--- src/sv/wph_pkg.sv ---
// Shared types and constants for the word polynomial id hash.
// Holds the payload structs, the configuration register codes and the fixed field widths.
// No dependencies.
package wph_pkg;

	localparam int ID_W       = 36;
	localparam int IDX_W      = 12;
	localparam int ALPHA_W    = 13;
	localparam int OFFS_W     = 16;
	localparam int FACT_W     = OFFS_W + 1;
	localparam int CFG_IDX_W  = 2;
	localparam int CFG_DATA_W = 16;

	localparam logic [ALPHA_W-1:0] ALPHA_RESET = ALPHA_W'(53);
	localparam logic [OFFS_W-1:0]  OFFS_RESET  = '0;

	typedef enum logic [CFG_IDX_W-1:0] {
		REG_ALPHABET_SIZE = 2'd0,
		REG_LETTER_OFFSET = 2'd1
	} cfg_reg_e;

	typedef struct packed {
		logic [IDX_W-1:0] letter_index;
		logic             letter_found;
		logic             last_letter;
	} letter_t;

	typedef struct packed {
		logic [ID_W-1:0] word_id;
		logic            no_id;
	} word_id_t;

	// control of the term register between the two stages
	typedef struct packed {
		logic valid;
		logic last;
	} term_ctl_t;

endpackage

--- src/sv/wph_mersenne_fold.sv ---
// Combinational residue of a value modulo 2^K - 1.
// Adds the K-bit chunks, then folds the carry bits back a few times.
// Depends on nothing.
module wph_mersenne_fold #(
	parameter int K    = 36,
	parameter int IN_W = 59
) (
	input  logic [IN_W-1:0] value,
	output logic [K-1:0]    residue
);

	localparam int NCH   = (IN_W + K - 1) / K;
	localparam int SUM_W = K + $clog2(NCH) + 1;
	localparam int NF    = $clog2(NCH) + 3;
	localparam logic [K-1:0] MODULUS = '1;

	logic [NCH*K-1:0] padded;

	assign padded = (NCH*K)'(value);

	always_comb begin
		logic [SUM_W-1:0] acc;
		acc = '0;
		for (int i = 0; i < NCH; i++) begin
			acc = acc + SUM_W'(padded[i*K +: K]);
		end
		// end-around carry folds; value settles below 2^K
		for (int j = 0; j < NF; j++) begin
			acc = SUM_W'(acc[K-1:0]) + (acc >> K);
		end
		residue = (acc[K-1:0] == MODULUS) ? '0 : acc[K-1:0];
	end

endmodule

--- src/sv/wph_accum_stage.sv ---
// Running word sum, final sum register, Mersenne reduction and the result register.
// Depends on wph_pkg and wph_mersenne_fold.
module wph_accum_stage #(
	parameter int MAX_LEN = 35,
	parameter int TERM_W  = 53
) (
	input  logic                clk,
	input  logic                arst_n,
	input  wph_pkg::term_ctl_t  term_ctl,
	input  logic [TERM_W-1:0]   term,
	output logic                term_ready,
	output logic                id_valid,
	input  logic                id_ready,
	output wph_pkg::word_id_t   id
);

	localparam int K     = MAX_LEN + 1;
	localparam int SUM_W = TERM_W + $clog2(MAX_LEN + 1);

	logic [SUM_W-1:0]   acc_q;
	logic               valid_s3;
	logic [SUM_W-1:0]   sum_s3;
	logic               id_valid_q;
	wph_pkg::word_id_t  id_q;

	logic               out_free;
	logic               s3_go;
	logic               s3_free;
	logic               s2_go;
	logic [SUM_W-1:0]   sum_next;
	logic [K-1:0]       sum_res;

	assign out_free   = !id_valid_q || id_ready;
	assign s3_go      = valid_s3 && out_free;
	assign s3_free    = !valid_s3 || out_free;
	assign term_ready = !(term_ctl.valid && term_ctl.last) || s3_free;
	assign s2_go      = term_ctl.valid && term_ready;
	assign sum_next   = acc_q + SUM_W'(term);

	wph_mersenne_fold #(
		.K    (K),
		.IN_W (SUM_W)
	) u_sum_fold (
		.value   (sum_s3),
		.residue (sum_res)
	);

	always_ff @(posedge clk or negedge arst_n) begin
		if (!arst_n) begin
			acc_q      <= '0;
			valid_s3   <= 1'b0;
			id_valid_q <= 1'b0;
		end else begin
			if (s2_go) begin
				acc_q <= term_ctl.last ? '0 : sum_next;
			end
			if (s3_free) begin
				valid_s3 <= s2_go && term_ctl.last;
			end
			if (out_free) begin
				id_valid_q <= valid_s3;
			end
		end
	end

	always_ff @(posedge clk) begin
		if (s3_free && s2_go && term_ctl.last) begin
			sum_s3 <= sum_next;
		end
		if (s3_go) begin
			id_q.word_id <= wph_pkg::ID_W'(sum_res);
			id_q.no_id   <= (sum_s3 == '0);
		end
	end

	assign id_valid = id_valid_q;
	assign id       = id_q;

endmodule

--- config.mk ---
export PLATFORM = sky130hd
export DESIGN_NAME = wph_accum_stage
export DESIGN_NICKNAME = d
export VERILOG_FILES = /design/src/sv/wph_pkg.sv /design/src/sv/wph_mersenne_fold.sv /design/src/sv/wph_accum_stage.sv
export SDC_FILE = /design/constraint.sdc
export NUM_CORES = 1
export LEC_CHECK = 0
export BUFFER_PORTS_ARGS = -buffer_cell sky130_fd_sc_hd__buf_2
export CAP_MARGIN = 20
export CORE_MARGIN = 4
export CORE_UTILIZATION = 45
export CTS_CLUSTER_SIZE = 30
export DETAILED_ROUTE_END_ITERATION = 8
export HOLD_SLACK_MARGIN = 0.15
export PLACE_DENSITY_LB_ADDON = 0.3
export REMOVE_ABC_BUFFERS = 1
export SETUP_SLACK_MARGIN = 0.4
export SLEW_MARGIN = 30
export SYNTH_ARGS = -nofsm -noshare
export SYNTH_HDL_FRONTEND = slang
export SYNTH_SLANG_ARGS = --single-unit
--- constraint.sdc ---
create_clock -name clk -period 26.2 [get_ports clk]
set_input_delay 5.24 -clock clk [delete_from_list [all_inputs] [get_ports clk]]
set_output_delay 5.24 -clock clk [all_outputs]
set_load 0.1 [all_outputs]
==> flow_metrics.tcl, run 1 <==
set metrics [dict create \
    status "finished, final reports clean" \
    first_global_vias 13000 \
    fin_area_um2 16500 \
    synthXorXnorAreaFrac_pct 10.4 \
    peakVddDrop_v 0.0000579 \
    numPortBuffers 96 \
    crit_top_cell "ha_1" \
    p_leak_uw 0.00630 \
    maxClockFrequency_mhz 57.0 \
    wire_per_inst_um 18.4 \
    drt_iter0_drc 901 \
    critPathLaunchType "register" \
    hp-class "reg2reg" \
    die-area_um2 36500 \
    post-cts-setup-buffer-count 0 \
    crit_arrival_ns 17.73 \
    routed_wirelength_um 40800 \
    synthAdderAreaFrac_pct 7.30 \
    antenna_found_initial 0 \
    post-route-period-util_pct 67.0 \
    clock_latency_ns 0.45 \
    ff2ff_path_depth 61 \
    final_cell_mix "146 x nor2_1, 119 x xnor2_1, 115 x nand2_1" \
    yosys.area_share.simple_pct 23.9 \
    post_dp_cell_area_um2 15900 \
    post_cts_resized 0 \
    holdBufCountCts 0 \
    path_buf_inv 2 \
    core_area_um2 32800 \
    path_clk_slew_ns 0.08 \
    synth_top_family_by_area "compound AO/OA/AOI/OAI gates" \
    die_x_um 191 \
    h-tree-depth 4 \
    cp_slowest_cell "or4b_2" \
    diodes 0 \
    route.detailed.drc 0 \
    synth_flop_cell "edfxtp_1" \
    cts_sinks 157 \
    ys_types 115 \
    slew_violations 0 \
    die-height_um 191 \
    grtUsageTotal_pct 22.3 \
    final.setup.tns_ns 0 \
    dp.final_hpwl_um 31900 \
    critPathKind "reg2reg" \
    gp_congestion 0.907 \
    dr.pass1.iters 8 \
    via_per_inst 6.13 \
    syn_area_per_cell_um2 8.82 \
    num_rows 66 \
    syn_area_um2 15100 \
    area.growth.synth_to_final_pct 9.21 \
    yosys.area.top_type "edfxtp_1" \
    nNetsFinal 1914 \
    ys.warnings.count 0 \
    drv_cap 0 \
    cp_top_family "simple AND/OR/NAND/NOR gates" \
    max_stage_delay_ns 0.74 \
    synthMuxAreaShare_pct 0.605 \
    grt.overflow.total 0 \
    p_per_area_nw_per_um2 119 \
    ys_ff_latch 157 \
    cts_buffers 17 \
    synth-edff-count 96 \
    relSlewSlack_pct 32.4 \
    cts-root-buf "clkbuf_16" \
    drive_gt1_share_pct 11.8 \
    path_max_fanout 34 \
    cts_tree "yes" \
    min_path_cells 2 \
    asyncSetResetFlopFracSynth_pct 38.9 \
    drt.antenna.violating_nets 0 \
    io_pins 97 \
    final.setup_skew_ns 0.0239 \
    vias 13600 \
    grt_first_pass_wirelength_um 66700 \
    synth_top_area_share_pct 19.1 \
    end_kind "register" \
    final_common_cell "nor2_1" \
    initial_core_util_pct 46.0 \
    ctsLongestPathBuffers 2 \
    netlist_top_cells_area "edfxtp_1 19%, dfrtp_1 10%, ha_1 7.0%, xnor2_1 6.9%, nor2_1 3.7%" \
    worst_ep_required_time_ns 26.38 \
    seq_area_frac_synth_pct 29.2 \
    grt_setup_unrepaired "false" \
    grt_max_degree 63 \
    finalHoldViolCount 0 \
    setup_viol 0 \
    syn_inst 1710 \
    tightest_slew_ns 1.01 \
    crit_cells 61 \
    synth_compound_area_share_pct 25.9 \
    period_minus_slack_ns 17.55 \
]
cell usage after synthesis, drive strengths merged (19+ instances only):
library cell	n
a21o	48
nand4	31
edfxtp	96
and2	32
xor2	56
nor2	148
nor4	48
nand3	82
nand2	116
o211ai	19
ha	84
nor3	52
o21ai	78
inv	30
a21oi	107
buf	29
a211oi	28
a22o	49
o21a	25
and3	19
xnor2	120
dfrtp	61
clkbuf	33
report_power, final:
part / switching, µW / internal [µW]
clock network: 121 / 127
registers: 44.1 / 369
logic: 855 / 441
total: 1020 / 936
worst min-delay path, stage by stage, from the launching register on:
cell and delay, ns:
dfrtp_1 0.35, nand2_1 0.05, nand2_1 0.05
layer usage:
layer,global-route usage [%],up-vias,share of wire (%),wire length [µm]
met3,2.61,64,4.5,1830
li1,-,6725,-,-
met4,8.12,0,3.1,1280
met2,36.0,398,45,18500
met1,30.9,6461,47,19200
met5,0,-,0,0
layout make-up:
type                       instances  area, µm²
fill                            3150      16300
multi-input combinational       1461      10300
sequential                       157       4410
tap                              442        553
timing repair buffer             103        533
clock buffer                      18        429
clock inverter                    14        154
inverter                          30        113
path summary, 6_finish.rpt:
| path | slack (ns) | endpoint | from |
|---|---|---|---|
| max reg2reg | 8.65 | id[24] | sum_s3[0] |
| min reg2reg | 0.48 | acc_q[2] | acc_q[2] |
| min in group asynchronous | 4.95 | acc_q[23] | arst_n |
| max | 8.65 | id[24] | sum_s3[0] |
| min | 0.48 | acc_q[2] | acc_q[2] |
| max in group asynchronous | 20.70 | acc_q[0] | arst_n |
metrics by stage:
stage | hold slack [ns] | power (µW) | util [%] | instances | worst slack, ns
4_1_cts | 0.479 | 1940 | 50.3 | 2225 | 8.73
3_3_place_gp | 0.453 | 1670 | 48.5 | 2193 | 9.46
5_1_grt | 0.517 | 2100 | 50.3 | 2225 | 7.39
6_report | 0.478 | 1960 | 50.3 | 2225 | 8.65
2_1_floorplan | 0.440 | 1400 | - | 1648 | 11.55
3_5_place_dp | 0.464 | 1680 | 48.5 | 2193 | 8.80
flip-flops by register name (all words and copies together), names as in the netlist:
| name | count |
|---|---|
| acc_q | 59 |
| id_valid | 1 |
| valid_s3 | 1 |
| sum_s3 | 59 |
| id | 37 |
cell families after synthesis:
group                    count (synthesis)
AND/OR/NAND/NOR                        661
AO/OA/AOI/OAI                          527
XOR/XNOR                               177
flip-flops                             157
buffers and inverters                   92
adder cells (fa/ha/maj)                 87
multiplexers                             9
No activity file was read; power rests on OpenSTA's default activity.
==> run 2, diff against run 1 <==
- clock period: 26.2 -> 18.3 ns (I/O delays scaled with it)
==> run 2 against run 1 <==
Net effect: clock skew fell by 0.013 ns; sequential power grew 43%; sequential cell count did not move; combinational power is 44% higher; non-clock buffer count grew 2; fmax rose by 5.6%; final cell count hardly changed; core utilization increased by 0.21 points; routed wire length grew 1.2%; sequential share of layout area shrank 0.11 points; critical path type unchanged; largest cell class unchanged; highest routed layer unchanged.
==> flow_metrics.tcl, run 2 (synthesis results as in run 1) <==
set metrics [dict create \
    h-tree-depth 4 \
    final.setup_skew_ns 0.0111 \
    antenna_found_initial 0 \
    p_leak_uw 0.00632 \
    route.detailed.drc 0 \
    tightest_slew_ns 0.920 \
    drv_cap 0 \
    slew_violations 0 \
    dp.final_hpwl_um 32200 \
    status "finished, final reports clean" \
    critPathKind "reg2reg" \
    cp_slowest_cell "or4b_2" \
    nNetsFinal 1916 \
    die-height_um 191 \
    setup_viol 0 \
    vias 13700 \
    area.growth.synth_to_final_pct 9.65 \
    setup_ws_ns 1.67 \
    p_per_area_nw_per_um2 170 \
    path_buf_inv 2 \
    hp-class "reg2reg" \
    cts-root-buf "clkbuf_16" \
    gp_congestion 0.909 \
    cp_top_family "simple AND/OR/NAND/NOR gates" \
    cts_tree "yes" \
    io_pins 97 \
    num_rows 66 \
    grt_first_pass_wirelength_um 66700 \
    finalHoldViolCount 0 \
    grt_max_degree 63 \
    grt.overflow.total 0 \
    cts_sinks 157 \
    min_path_cells 2 \
    drive_gt1_share_pct 12.3 \
    via_per_inst 6.15 \
    wire_per_inst_um 18.6 \
    peakVddDrop_v 0.0000938 \
    pre_cts_ws_ns 0.942 \
    relSlewSlack_pct 38.7 \
    drt.antenna.violating_nets 0 \
    path_clk_slew_ns 0.08 \
    first_global_vias 13000 \
    dr.pass1.iters 5 \
    crit_arrival_ns 16.81 \
    drt_iter0_drc 912 \
    post-route-period-util_pct 90.9 \
    ctsLongestPathBuffers 2 \
    final_cell_mix "146 x nor2_1, 119 x xnor2_1, 115 x nand2_1" \
    grtUsageTotal_pct 22.2 \
    fin_hold_ws_ns 0.481 \
    final_common_cell "nor2_1" \
    critPathLaunchType "register" \
    die_x_um 191 \
    clock_latency_ns 0.45 \
    max_stage_delay_ns 0.74 \
    fin_area_um2 16500 \
    initial_core_util_pct 46.0 \
    maxClockFrequency_mhz 60.1 \
    cts_buffers 17 \
    numPortBuffers 96 \
    end_kind "register" \
    nFillCells 3090 \
    worst_ep_required_time_ns 18.49 \
    grt_setup_unrepaired "false" \
    period_minus_slack_ns 16.63 \
    die-area_um2 36500 \
    post_dp_cell_area_um2 15900 \
    ff2ff_path_depth 62 \
    diodes 0 \
    path_max_fanout 34 \
    holdBufCountCts 0 \
    routed_wirelength_um 41300 \
    crit_cells 62 \
    core_area_um2 32800 \
    final.setup.tns_ns 0 \
]
## run 2: cell count changes in the layout (fill, tap and decap cells not counted), moves of 2 or more
cell / previous run / this run
inv_8: 1 / 4
nor4_1: 41 / 38
nor4_2: 4 / 7
inv_6: 4 / 2
buf_4: 7 / 9
clkinv_2: 2 / 0
## run 2: report_power, final
group          internal [µW]  switching [µW]
Clock                    183             177
Sequential               528            64.1
Combinational            633            1230
Total                   1340            1480
## run 2: final timing paths
kind / from / endpoint / slack [ns]
worst max-delay path: sum_s3[0] / id[4] / 1.67
worst min-delay path: acc_q[2] / acc_q[2] / 0.48
worst max register to register: sum_s3[0] / id[4] / 1.67
worst min register to register: acc_q[2] / acc_q[2] / 0.48
max in group asynchronous: arst_n / acc_q[37] / 14.36
min in group asynchronous: arst_n / acc_q[24] / 3.37
## run 2: stage by stage
| stage | power, µW | utilization [%] | cells |
|---|---|---|---|
| finish | 2820 | 50.5 | 2227 |
| global route | 3020 | 50.5 | 2227 |
| CTS | 2790 | 50.3 | 2225 |
| detailed placement | 2410 | 48.5 | 2193 |
| global placement | 2390 | 48.5 | 2193 |
| floorplan | 2000 | - | 1648 |
## run 2: area by class of cell
cell class / instances / area [µm²] / share of cell area, %
multi-input combinational: 1461 / 10300 / 62.4
inverter: 30 / 113 / 0.681
clock buffer: 17 / 425 / 2.57
tap: 442 / 553 / 3.34
clock inverter: 15 / 173 / 1.04
timing repair buffer: 105 / 548 / 3.31
sequential: 157 / 4410 / 26.7
## run 2: per-layer routing
layer | track usage [%] | up-vias | part of all wire [%]
li1 | - | 6733 | -
met1 | 30.7 | 6523 | 47
met2 | 35.8 | 381 | 45
met3 | 2.68 | 66 | 4.2
met4 | 8.07 | 0 | 3.3
met5 | 0 | - | 0
## run 2: what timing repair did
| item | CTS | global route |
|---|---|---|
| buffers inserted | 0 | 2 |
| setup endpoints to repair | 0 | 36 |
| gates resized for setup | 0 | 5 |
## run 2: worst register-to-register path, delay by kind of cell, from the launching register on
family	cells	cell delay, ns
AO/OA/AOI/OAI	11	2.66
XOR/XNOR	1	0.13
adder cells (fa/ha/maj)	10	2.40
buffers and inverters	2	0.42
flip-flops	1	0.37
AND/OR/NAND/NOR	38	10.39
